[src/hw/rtl/lfu_pkg.sv]
`timescale 1ns / 1ps
`default_nettype none
// ---------------------------------------------------------------------------
// lfu_pkg
// shared types and constants of the lfu page replacement block
// ---------------------------------------------------------------------------
package lfu_pkg;

  // fixed field widths of the stream and register interfaces
  localparam int unsigned PAGE_W  = 16;
  localparam int unsigned SLOT_W  = 6;
  localparam int unsigned TOTAL_W = 32;
  localparam int unsigned CFG_W   = 7;
  localparam int unsigned ADDR_W  = 3;

  // register map
  localparam logic [ADDR_W-1:0] ADDR_FRAMES_IN_USE = 3'd0;
  localparam logic [CFG_W-1:0]  FRAMES_IN_USE_RST  = 7'd64;

  localparam logic [TOTAL_W-1:0] TOTAL_MAX = '1;

  // controller to datapath
  typedef struct packed {
    logic load;    // latch the reference and clear the scan trackers
    logic scan;    // step the frame scan
    logic commit;  // update the table and load the result register
  } cmd_t;

  // datapath to controller
  typedef struct packed {
    logic scan_done;  // last active frame has been compared
    logic out_full;   // result register cannot take a new result
  } status_t;

endpackage

`default_nettype wire

[src/hw/rtl/lfu_page_replacement.sv]
`timescale 1ns / 1ps
`default_nettype none
// a reference is latched on acceptance, the scan then compares the n active frames,
//   n being the active frame count (frames_in_use clamped to 1..FRAMES), and the
//   commit loads the result register; no new reference is taken until it is committed,
//   and the scan reads one frame per cycle through the page and use count ram read ports
// reset: all frames empty, totals zero, frames_in_use back to 64
// ---------------------------------------------------------------------------
// lfu_page_replacement
// fully associative page frame table with least frequently used replacement
// ---------------------------------------------------------------------------
module lfu_page_replacement #(
  parameter int unsigned FRAMES     = 64,
  parameter int unsigned PAGE_BITS  = 16,
  parameter int unsigned COUNT_BITS = 16
) (
  input  wire logic                         clk,
  input  wire logic                         rst,
  // page reference stream
  input  wire logic                         s_tvalid,
  output logic                              s_tready,
  input  wire logic [15:0]                  s_tdata,   // [15:0] page_number
  // result stream
  output logic                              m_tvalid,
  input  wire logic                         m_tready,
  output logic [87:0]                       m_tdata,   // [5:0] frame_slot, [6] evicted_valid,
                                                       // [22:7] evicted_page,
                                                       // [54:23] fault_total,
                                                       // [86:55] reference_total, [87] zero
  output logic                              m_tuser,   // [0] hit
  // register port
  input  wire logic                         psel,
  input  wire logic                         penable,
  input  wire logic                         pwrite,
  input  wire logic [lfu_pkg::ADDR_W-1:0]   paddr,
  input  wire logic [31:0]                  pwdata,
  output logic [31:0]                       prdata,
  output logic                              pready
);
  import lfu_pkg::*;

  localparam int unsigned NW = $clog2(FRAMES + 1);

  logic [CFG_W-1:0]   frames_in_use;
  logic [8:0]         fiu_ext;
  logic [NW-1:0]      active_frames;
  logic [31:0]        page_in_ext;
  logic [PAGE_BITS-1:0] in_page;

  cmd_t               cmd;
  status_t            status;

  logic               out_hit;
  logic [SLOT_W-1:0]  out_slot;
  logic               out_evicted_valid;
  logic [PAGE_W-1:0]  out_evicted_page;
  logic [TOTAL_W-1:0] out_fault_total;
  logic [TOTAL_W-1:0] out_reference_total;

  // register port
  assign pready = 1'b1;
  assign prdata = (paddr == ADDR_FRAMES_IN_USE) ? 32'(frames_in_use) : '0;

  always_ff @(posedge clk) begin
    if (rst) begin
      frames_in_use <= FRAMES_IN_USE_RST;
    end else if (psel && penable && pwrite && pready && paddr == ADDR_FRAMES_IN_USE) begin
      frames_in_use <= pwdata[CFG_W-1:0];
    end
  end

  // zero acts as one, anything above the table size as the table size
  assign fiu_ext = 9'(frames_in_use);
  always_comb begin
    if (fiu_ext == '0) begin
      active_frames = NW'(1);
    end else if (fiu_ext > 9'(FRAMES)) begin
      active_frames = NW'(FRAMES);
    end else begin
      active_frames = NW'(fiu_ext);
    end
  end

  assign page_in_ext = 32'(s_tdata);
  assign in_page     = page_in_ext[PAGE_BITS-1:0];

  lfu_ctrl u_ctrl (
    .clk      (clk),
    .rst      (rst),
    .s_tvalid (s_tvalid),
    .s_tready (s_tready),
    .cmd      (cmd),
    .status   (status)
  );

  lfu_datapath #(
    .FRAMES     (FRAMES),
    .PAGE_BITS  (PAGE_BITS),
    .COUNT_BITS (COUNT_BITS)
  ) u_datapath (
    .clk                 (clk),
    .rst                 (rst),
    .cmd                 (cmd),
    .status              (status),
    .in_page             (in_page),
    .active_frames       (active_frames),
    .out_ready           (m_tready),
    .out_valid           (m_tvalid),
    .out_hit             (out_hit),
    .out_slot            (out_slot),
    .out_evicted_valid   (out_evicted_valid),
    .out_evicted_page    (out_evicted_page),
    .out_fault_total     (out_fault_total),
    .out_reference_total (out_reference_total)
  );

  assign m_tuser = out_hit;
  assign m_tdata = {1'b0, out_reference_total, out_fault_total, out_evicted_page,
                    out_evicted_valid, out_slot};

  // a reference starts a scan, so no second one is taken right after it
  a_one_at_a_time: assert property (@(posedge clk) disable iff (rst)
    s_tvalid && s_tready |=> !s_tready)
    else $error("reference accepted while a scan was running");

  // faults never outnumber references
  a_totals_order: assert property (@(posedge clk) disable iff (rst)
    m_tvalid |-> out_fault_total <= out_reference_total)
    else $error("fault total above reference total");

  // an eviction is always a fault
  a_evict_is_fault: assert property (@(posedge clk) disable iff (rst)
    m_tvalid && out_evicted_valid |-> !out_hit)
    else $error("eviction reported on a hit");

  // the table is only updated once the result register can take the result
  a_commit_room: assert property (@(posedge clk) disable iff (rst)
    cmd.commit |-> !m_tvalid || m_tready)
    else $error("result overwritten before it was taken");

endmodule

`default_nettype wire

[src/hw/rtl/lfu_ram.sv]
`timescale 1ns / 1ps
`default_nettype none
// ---------------------------------------------------------------------------
// lfu_ram
// generic simple dual port ram, one write and one registered read port
// ---------------------------------------------------------------------------
module lfu_ram #(
  parameter int unsigned WIDTH = 16,
  parameter int unsigned DEPTH = 64
) (
  input  wire logic                                   clk,
  input  wire logic                                   we,
  input  wire logic [(DEPTH > 1 ? $clog2(DEPTH) : 1)-1:0] waddr,
  input  wire logic [WIDTH-1:0]                       wdata,
  input  wire logic [(DEPTH > 1 ? $clog2(DEPTH) : 1)-1:0] raddr,
  output logic      [WIDTH-1:0]                       rdata
);

  logic [WIDTH-1:0] mem [DEPTH];

  always_ff @(posedge clk) begin
    if (we) begin
      mem[waddr] <= wdata;
    end
    rdata <= mem[raddr];
  end

endmodule

`default_nettype wire

[src/hw/rtl/lfu_ctrl.sv]
`timescale 1ns / 1ps
`default_nettype none
// ---------------------------------------------------------------------------
// lfu_ctrl
// sequencer for one page reference: accept, scan the frames, commit
// ---------------------------------------------------------------------------
module lfu_ctrl (
  input  wire logic            clk,
  input  wire logic            rst,
  input  wire logic            s_tvalid,
  output logic                 s_tready,
  output lfu_pkg::cmd_t        cmd,
  input  wire lfu_pkg::status_t status
);
  import lfu_pkg::*;

  localparam logic [1:0] ST_IDLE   = 2'd0;
  localparam logic [1:0] ST_SCAN   = 2'd1;
  localparam logic [1:0] ST_COMMIT = 2'd2;

  logic [1:0] state;
  logic [1:0] state_next;

  assign s_tready   = (state == ST_IDLE);
  assign cmd.load   = s_tvalid && s_tready;
  assign cmd.scan   = (state == ST_SCAN);
  assign cmd.commit = (state == ST_COMMIT) && !status.out_full;

  always_comb begin
    state_next = state;
    case (state)
      ST_IDLE: begin
        if (s_tvalid) begin
          state_next = ST_SCAN;
        end
      end
      ST_SCAN: begin
        if (status.scan_done) begin
          state_next = ST_COMMIT;
        end
      end
      ST_COMMIT: begin
        if (!status.out_full) begin
          state_next = ST_IDLE;
        end
      end
      default: begin
        state_next = ST_IDLE;
      end
    endcase
  end

  always_ff @(posedge clk) begin
    if (rst) begin
      state <= ST_IDLE;
    end else begin
      state <= state_next;
    end
  end

endmodule

`default_nettype wire

[src/hw/rtl/lfu_datapath.sv]
`timescale 1ns / 1ps
`default_nettype none
// ---------------------------------------------------------------------------
// lfu_datapath
// frame table, one-frame-per-cycle scan, table update and result register
// ---------------------------------------------------------------------------
module lfu_datapath #(
  parameter int unsigned FRAMES     = 64,
  parameter int unsigned PAGE_BITS  = 16,
  parameter int unsigned COUNT_BITS = 16
) (
  input  wire logic                                 clk,
  input  wire logic                                 rst,
  input  wire lfu_pkg::cmd_t                        cmd,
  output lfu_pkg::status_t                          status,
  input  wire logic [PAGE_BITS-1:0]                 in_page,
  input  wire logic [$clog2(FRAMES+1)-1:0]          active_frames,
  input  wire logic                                 out_ready,
  output logic                                      out_valid,
  output logic                                      out_hit,
  output logic [lfu_pkg::SLOT_W-1:0]                out_slot,
  output logic                                      out_evicted_valid,
  output logic [lfu_pkg::PAGE_W-1:0]                out_evicted_page,
  output logic [lfu_pkg::TOTAL_W-1:0]               out_fault_total,
  output logic [lfu_pkg::TOTAL_W-1:0]               out_reference_total
);
  import lfu_pkg::*;

  localparam int unsigned IDX_W = (FRAMES > 1) ? $clog2(FRAMES) : 1;
  localparam int unsigned NW    = $clog2(FRAMES + 1);

  // scan position and pipeline of the registered ram read
  logic [PAGE_BITS-1:0]  page_q;
  logic [NW-1:0]         issue_cnt;
  logic                  cmp_v;
  logic [IDX_W-1:0]      cmp_idx;
  logic                  issuing;
  logic [IDX_W-1:0]      last_idx;

  // scan trackers
  logic                  hit_found;
  logic [IDX_W-1:0]      hit_slot;
  logic [COUNT_BITS-1:0] hit_cnt;
  logic                  empty_found;
  logic [IDX_W-1:0]      empty_slot;
  logic [COUNT_BITS-1:0] best_cnt;
  logic [IDX_W-1:0]      best_slot;
  logic [PAGE_BITS-1:0]  best_page;

  logic [FRAMES-1:0]     frame_valid;
  logic [TOTAL_W-1:0]    fault_cnt;
  logic [TOTAL_W-1:0]    ref_cnt;

  logic [PAGE_BITS-1:0]  rd_page;
  logic [COUNT_BITS-1:0] rd_cnt;
  logic                  cmp_valid_bit;
  logic                  cmp_match;

  logic [IDX_W-1:0]      wr_slot;
  logic [COUNT_BITS-1:0] wr_cnt;
  logic                  is_evict;
  logic [TOTAL_W-1:0]    fault_cnt_next;
  logic [TOTAL_W-1:0]    ref_cnt_next;
  logic [31:0]           slot_ext;
  logic [31:0]           page_ext;

  assign issuing   = cmd.scan && (issue_cnt < active_frames);
  assign last_idx  = IDX_W'(active_frames - NW'(1));

  assign status.scan_done = cmp_v && (cmp_idx == last_idx);
  assign status.out_full  = out_valid && !out_ready;

  lfu_ram #(
    .WIDTH (PAGE_BITS),
    .DEPTH (FRAMES)
  ) u_page_ram (
    .clk   (clk),
    .we    (cmd.commit && !hit_found),
    .waddr (wr_slot),
    .wdata (page_q),
    .raddr (issue_cnt[IDX_W-1:0]),
    .rdata (rd_page)
  );

  lfu_ram #(
    .WIDTH (COUNT_BITS),
    .DEPTH (FRAMES)
  ) u_count_ram (
    .clk   (clk),
    .we    (cmd.commit),
    .waddr (wr_slot),
    .wdata (wr_cnt),
    .raddr (issue_cnt[IDX_W-1:0]),
    .rdata (rd_cnt)
  );

  assign cmp_valid_bit = frame_valid[cmp_idx];
  assign cmp_match     = cmp_valid_bit && (rd_page == page_q);

  // victim choice: hit frame, else first empty frame, else least used
  always_comb begin
    if (hit_found) begin
      wr_slot = hit_slot;
    end else if (empty_found) begin
      wr_slot = empty_slot;
    end else begin
      wr_slot = best_slot;
    end
  end

  assign is_evict = !hit_found && !empty_found;
  assign wr_cnt   = !hit_found ? COUNT_BITS'(1) :
                    (&hit_cnt) ? hit_cnt : hit_cnt + COUNT_BITS'(1);

  assign ref_cnt_next   = (ref_cnt == TOTAL_MAX) ? ref_cnt : ref_cnt + TOTAL_W'(1);
  assign fault_cnt_next = (hit_found || fault_cnt == TOTAL_MAX) ? fault_cnt
                                                               : fault_cnt + TOTAL_W'(1);
  assign slot_ext = 32'(wr_slot);
  assign page_ext = 32'(best_page);

  // scan control, table valid bits, totals and result valid flag
  always_ff @(posedge clk) begin
    if (rst) begin
      cmp_v       <= 1'b0;
      frame_valid <= '0;
      fault_cnt   <= '0;
      ref_cnt     <= '0;
      out_valid   <= 1'b0;
    end else begin
      cmp_v <= issuing;
      if (cmd.commit) begin
        frame_valid[wr_slot] <= 1'b1;
        fault_cnt            <= fault_cnt_next;
        ref_cnt              <= ref_cnt_next;
        out_valid            <= 1'b1;
      end else if (out_ready) begin
        out_valid <= 1'b0;
      end
    end
  end

  // scan payload
  always_ff @(posedge clk) begin
    if (cmd.load) begin
      page_q      <= in_page;
      issue_cnt   <= '0;
      hit_found   <= 1'b0;
      empty_found <= 1'b0;
    end else begin
      if (issuing) begin
        issue_cnt <= issue_cnt + NW'(1);
        cmp_idx   <= issue_cnt[IDX_W-1:0];
      end
      if (cmp_v) begin
        if (cmp_match && !hit_found) begin
          hit_found <= 1'b1;
          hit_slot  <= cmp_idx;
          hit_cnt   <= rd_cnt;
        end
        if (!cmp_valid_bit && !empty_found) begin
          empty_found <= 1'b1;
          empty_slot  <= cmp_idx;
        end
        // strict compare keeps the lowest index on a tie
        if (cmp_idx == '0 || rd_cnt < best_cnt) begin
          best_cnt  <= rd_cnt;
          best_slot <= cmp_idx;
          best_page <= rd_page;
        end
      end
    end
  end

  // result register
  always_ff @(posedge clk) begin
    if (cmd.commit) begin
      out_hit             <= hit_found;
      out_slot            <= slot_ext[SLOT_W-1:0];
      out_evicted_valid   <= is_evict;
      out_evicted_page    <= is_evict ? page_ext[PAGE_W-1:0] : '0;
      out_fault_total     <= fault_cnt_next;
      out_reference_total <= ref_cnt_next;
    end
  end

endmodule

`default_nettype wire

[config.mk]
export PLATFORM = sky130hd
export DESIGN_NAME = lfu_page_replacement
export DESIGN_NICKNAME = d
export VERILOG_FILES = /design/src/hw/rtl/lfu_pkg.sv /design/src/hw/rtl/lfu_page_replacement.sv /design/src/hw/rtl/lfu_ram.sv /design/src/hw/rtl/lfu_ctrl.sv /design/src/hw/rtl/lfu_datapath.sv
export SDC_FILE = /design/constraint.sdc
export NUM_CORES = 2
export LEC_CHECK = 0
export ABC_AREA = 1
export BUFFER_PORTS_ARGS = -buffer_cell sky130_fd_sc_hd__buf_4
export CAP_MARGIN = 25
export CORE_UTILIZATION = 46
export CTS_CLUSTER_SIZE = 8
export DETAILED_ROUTE_END_ITERATION = 6
export GPL_ROUTABILITY_DRIVEN = 0
export GPL_TIMING_DRIVEN = 1
export PLACE_DENSITY = 0.61
export SETUP_SLACK_MARGIN = 0.4
export SYNTH_ARGS = -nofsm -noshare
export SYNTH_HDL_FRONTEND = slang
export SYNTH_HIERARCHICAL = 1
export SYNTH_SLANG_ARGS = --single-unit
export TNS_END_PERCENT = 5
[constraint.sdc]
create_clock -name clk -period 10.75 [get_ports clk]
set_clock_uncertainty 0.15 [all_clocks]
set_input_delay 1.075 -clock clk [delete_from_list [all_inputs] [get_ports clk]]
set_output_delay 1.075 -clock clk [all_outputs]
set_load 0.01 [all_outputs]
# ---- After elaboration in Yosys (flattened, before gate mapping)
# Memories as Yosys holds them, arrays and structs flattened. A register that Yosys moved wholly into a read port is not among the register bits.
# Index checks and enable logic that the tools add are counted.
dict set report totals {
  register_bits 324
  latch_bits 0
  mem_bits_rw 2048
  rom_bits 0
  inputBits 58
  out_inout_bits 124
  wordCells 105
  n_memories 2
}
dict set report classes {
  add_sub_neg 5
  mul 0
  div_mod_pow 0
  n_lt_le_gt_ge 6
  eq_ne 9
  shifts 0
  n_mux 23
  bitwise_logic 2
  reduce_logical 34
}
# name depth word_bits read_ports rd_ports_with_merged_regs wr line
set memory_table {}
lappend memory_table {u_datapath.u_count_ram.mem 64 16 1 1 1 lfu_ram.sv:19} ;# logic [WIDTH-1:0] mem [DEPTH];
lappend memory_table {u_datapath.u_page_ram.mem 64 16 1 1 1 lfu_ram.sv:19}
# operator n
set ops {}
lappend ops {{adder 32 x 1 -> 32 bit, second input constant} 2}
lappend ops {{equality test 32 bit, second input constant} 2}
lappend ops {{two-way mux 32 bit} 2}
lappend ops {{bitwise OR 64 bit} 1}
lappend ops {{two-way mux 16 bit} 2}
lappend ops {{two-way mux 7 bit} 3}
lappend ops {{adder 16 x 1 -> 16 bit, second input constant} 1}
lappend ops {{equality test 16 bit} 1}
lappend ops {{less-than comparator 16 bit} 1}
lappend ops {{AND reduction 16 bit} 1}
lappend ops {{logical AND 1 bit} 14}
lappend ops {{less-than comparator 6 x 7 -> 1 bit, second input constant} 2}
lappend ops {{two-way mux 6 bit} 2}
lappend ops {{AND reduction 3 bit} 4}
lappend ops {{zero test 9 bit} 1}
lappend ops {{two-way mux 1 bit} 8}
lappend ops {{adder 7 x 1 -> 7 bit, second input constant} 1}
lappend ops {{> comparator 7 bit, second input constant} 1}
lappend ops {{less-than comparator 7 bit} 1}
lappend ops {{binary-select mux 1 bit (select 6 bit)} 1}
lappend ops {{demux 1 bit (select 6 bit)} 1}
lappend ops {{equality test 6 bit} 1}
lappend ops {{>= comparator 6 x 1 -> 1 bit, second input constant} 1}
lappend ops {{zero test 6 bit} 1}
lappend ops {{other kinds (13)} 24}

# ---- Depth between registers and ports, before layout
dict set report logic_depth {
  ltp_word 8
  depth_mapped 14
  mapped_depth_nobuf 14
}

# ---- Cells and area by module
# Netlist, hierarchy kept.
# module instances cells_per_inst area_each_um2 seq_area_each_um2
set by_module_without_submodules {}
lappend by_module_without_submodules {lfu_ram 2 3517 42099.1 31069.8}
lappend by_module_without_submodules {lfu_datapath 1 1885 15417.3 8067.7}
lappend by_module_without_submodules {lfu_page_replacement 1 109 676.9 140.1}
lappend by_module_without_submodules {lfu_ctrl 1 18 113.9 40.0}

# ---- Worst setup path after synthesis
# OpenSTA, ideal clock, no wires.
dict set report synth_path {
  path_kind {input to register}
  from {input port m_tready}
  to {memory u_datapath.u_page_ram.mem[48][0] (enable)}
  setup_ps 431
  arrival_ps 8022
  required_time_ps 10169
  setup_slack_ps 2147
  cell_stages 9
  n_path_buf 3
  cell_sequence {nor2_1 > nor2_1 > inv_1 > buf_2 > clkbuf_1 > nor2_1 > clkbuf_1 > nand4_1 > nor4_1}
}
# item line
set synth_lines {}
lappend synth_lines {{start, declared} lfu_page_replacement.sv:25} ;# input wire logic m_tready,
lappend synth_lines {{end, declared} lfu_ram.sv:19}

==> qor.yml <==
outcome:
  status: "finished clean"
route:
  routed_wl_um: 268000
  antenna_left: 0
  via_per_inst: 5.55
  vias: 67843
  drc: 0
  drtPass1Iterations: 6
  wl_per_cell_um: 22.0
  first_iter_violations: 6961
pwr:
  pwr-share-comb_pct: 10.5
  p_clk_share_pct: 43.1
  p_sw_mw: 5.48
  switching_share_pct: 24.7
  p_seq_share_pct: 46.4
  ir_worst_vdd_uv: 183
  intPower_mw: 16.7
  cellPowerDensity_nw_per_um2: 196
  power_leakage_nw: 41.4
clock_tree:
  cts_buffer_depth: 4
  clk_latency_ns: 0.93
  cts_root_buffer: "clkbuf_16"
  clk_pin_slew_worst_paths_ns: 0.05
  cts_hold_buf: 0
  cts_buffers: 350
  ctsResizeCount: 0
  post_cts_buffers: 0
  htreeDepth: 5
  cts_tree: "yes"
  cts_num_sinks: 2404
die:
  initial_utilization_pct: 46.3
  die_w_um: 469
  ioPinCount: 182
  fp.dieArea_sq_um: 220000
  coreArea_sq_um: 217000
  die_y_um: 469
  num_rows: 171
sta:
  setup-tns-final_ns: 0
  finalCriticalPeriod_ns: 4.56
  slew_headroom_pct: 19.3
  finalSetupViolations: 0
  worst_pin_slew_ns: 1.21
  grt_setup_unrepaired: "no"
  timing.fmax_mhz: 219
  finalHoldViolCount: 0
  post-route-period-util_pct: 42.4
  finalMaxSlewViolations: 0
synthesis:
  avgSynthCellArea_sq_um: 11.1
  yosys.cell_types.count: 50
  synth_common_cells: "nand2_1, edfxtp_1, nand3_1"
  seq_area_frac_synth_pct: 70.1
  synth_cells: 9046
  yosysTopAreaCell: "edfxtp_1"
  yosysMostFrequentCell: "nand2_1"
  yosysTopAreaCellShare_pct: 66.5
  synth_seq_cells: 2404
  synth_warnings: 6
  synthArstFlopShare_pct: 0
  synth_area_sq_um: 100000
  ys.flop_type: "edfxtp_1"
  synthTopCellsByArea: "edfxtp_1, nand2_1, nand3_1"
  synth_edf_count: 2224
worst_setup_path:
  worstReg2RegStart: "u_datapath/issue_cnt[1]$_SDFFE_PP0P_"
  crit_type: "reg2reg"
  end_kind: "flip-flop"
  critical_path_arrival_ns: 5.21
  startpoint_type: "flip-flop"
  cp_max_fo: 70
  startpoint: "u_datapath/issue_cnt[1]$_SDFFE_PP0P_"
  required_ns: 11.40
  worst-r2r-cell-count: 10
cells_and_area:
  final_area_sq_um: 113000
  drive_gt1_share_pct: 8.98
  nets: 9331
  synthToLayoutAreaGrowth_pct: 12.7
placed_design:
  dpl_cell_area_sq_um: 104000
  port_buffers: 129
  hpwlAfterDp_um: 147000
worst_hold_path:
  min_path_type: "in2reg"
  hold_depth: 1
  min_from: "s_tdata[9]"
global_route:
  grt_overflow: 0
  grt_max_degree: 270
  grt_pass1_wl_um: 401000
  track_usage_pct: 23.9
  grt_pass1_vias: 64587
  antenna_found_initial: 2
run:
  maxCapViolations: 0
## sequential cells by signal (all words and copies together) (netlist names), 32 cells and up
name	count
u_datapath/out_fault_total	32
u_datapath/fault_cnt	32
u_datapath/ref_cnt	32
u_datapath/out_reference_total	32
u_datapath/u_count_ram/mem	1024
u_datapath/u_page_ram/mem	1024
u_datapath/frame_valid	64
## area by class of cell
cell class / instances / area, sq um
clock buffers: 461 / 9260
repair buffers: 360 / 2880
inverters: 323 / 1280
diodes: 3 / 7.51
multi-input cells: 5808 / 25700
flip-flops and latches: 2404 / 70400
well taps: 2854 / 3570
clock inverters: 7 / 95.1
fillers: 18522 / 104000
## path summary, 6_finish.rpt
| kind | slack [ns] | to |
|---|---|---|
| max reg2reg | 6.19 | u_datapath/u_count_ram/rdata[3]$_DFF_P_ |
| max | 6.19 | u_datapath/u_count_ram/rdata[3]$_DFF_P_ |
| min | 0.18 | u_datapath/page_q[9]$_DFFE_PP_ |
| min reg2reg | 0.30 | u_datapath/frame_valid[38]$_SDFFE_PP0P_ |
## cell usage in the layout, fill, tap and decap left out, types with 6 or more instances in the layout
cell / instances
ha_1: 26
o21ai_0: 66
o21ai_1: 8
clkbuf_16: 354
nand4_1: 37
nor4_2: 16
inv_1: 298
nand3_1: 1907
xnor2_1: 11
buf_12: 8
dfxtp_1: 174
xor2_1: 25
nor2_2: 11
edfxtp_1: 2224
inv_2: 14
nor2_1: 343
nand2_1: 3073
nor3_1: 34
or2_2: 9
buf_4: 347
nor2_4: 21
conb_1: 27
clkbuf_1: 107
nand3b_1: 6
a21oi_1: 137
## power groups by stage
stage          registers [mW]  logic (mW)  clock network [mW]
5_1_grt                  10.3        2.56                10.1
2_1_floorplan            10.5        1.69                   0
4_1_cts                  10.3        2.32                9.74
3_3_place_gp             10.5        2.28                   0
6_report                 10.3        2.34                9.59
3_5_place_dp             10.5        2.31                   0
## critical path: stages, from the launching register on
cell,delay [ns]
dfxtp_4,0.75
buf_4,0.73
buf_4,0.83
buf_4,0.84
nand3_1,0.18
nand3_1,0.13
nand2_1,0.08
nand2_1,0.17
nand3_1,0.15
nand3_1,0.14
nand2_1,0.08
## routing by layer
layer	global-route usage, %	wire, um	vias up
li1	-	-	31525
met1	33.0	112000	33093
met2	38.1	126000	2684
met3	3.38	19200	541
met4	9.75	10700	0
met5	0	0	-
## per-stage QoR
step	cells	setup WS [ns]	util (%)	power (mW)	hold slack [ns]
after floorplan	9071	2.15	-	12.2	0.258
after global placement	11742	5.32	47.8	12.8	0.273
after detailed placement	11743	5.22	47.8	12.8	0.276
after CTS	12211	5.98	52.1	22.4	0.125
after global routing	12218	6.04	52.2	23.0	0.142
final	12220	6.19	52.2	22.2	0.185
## logic make-up after synthesis
family                     count (synthesis)  share of synthesized area (%)
buffers and inverters                    859                           4.61
DFF                                     2404                           70.1
adders and majority gates                 26                          0.324
other                                      2                        0.00748
and+or+nand+nor                         5484                           23.4
AOI/OAI and AO/OA                        235                           1.25
xor gates and xnor gates                  36                          0.314
Power figures use the tool's default switching activity.
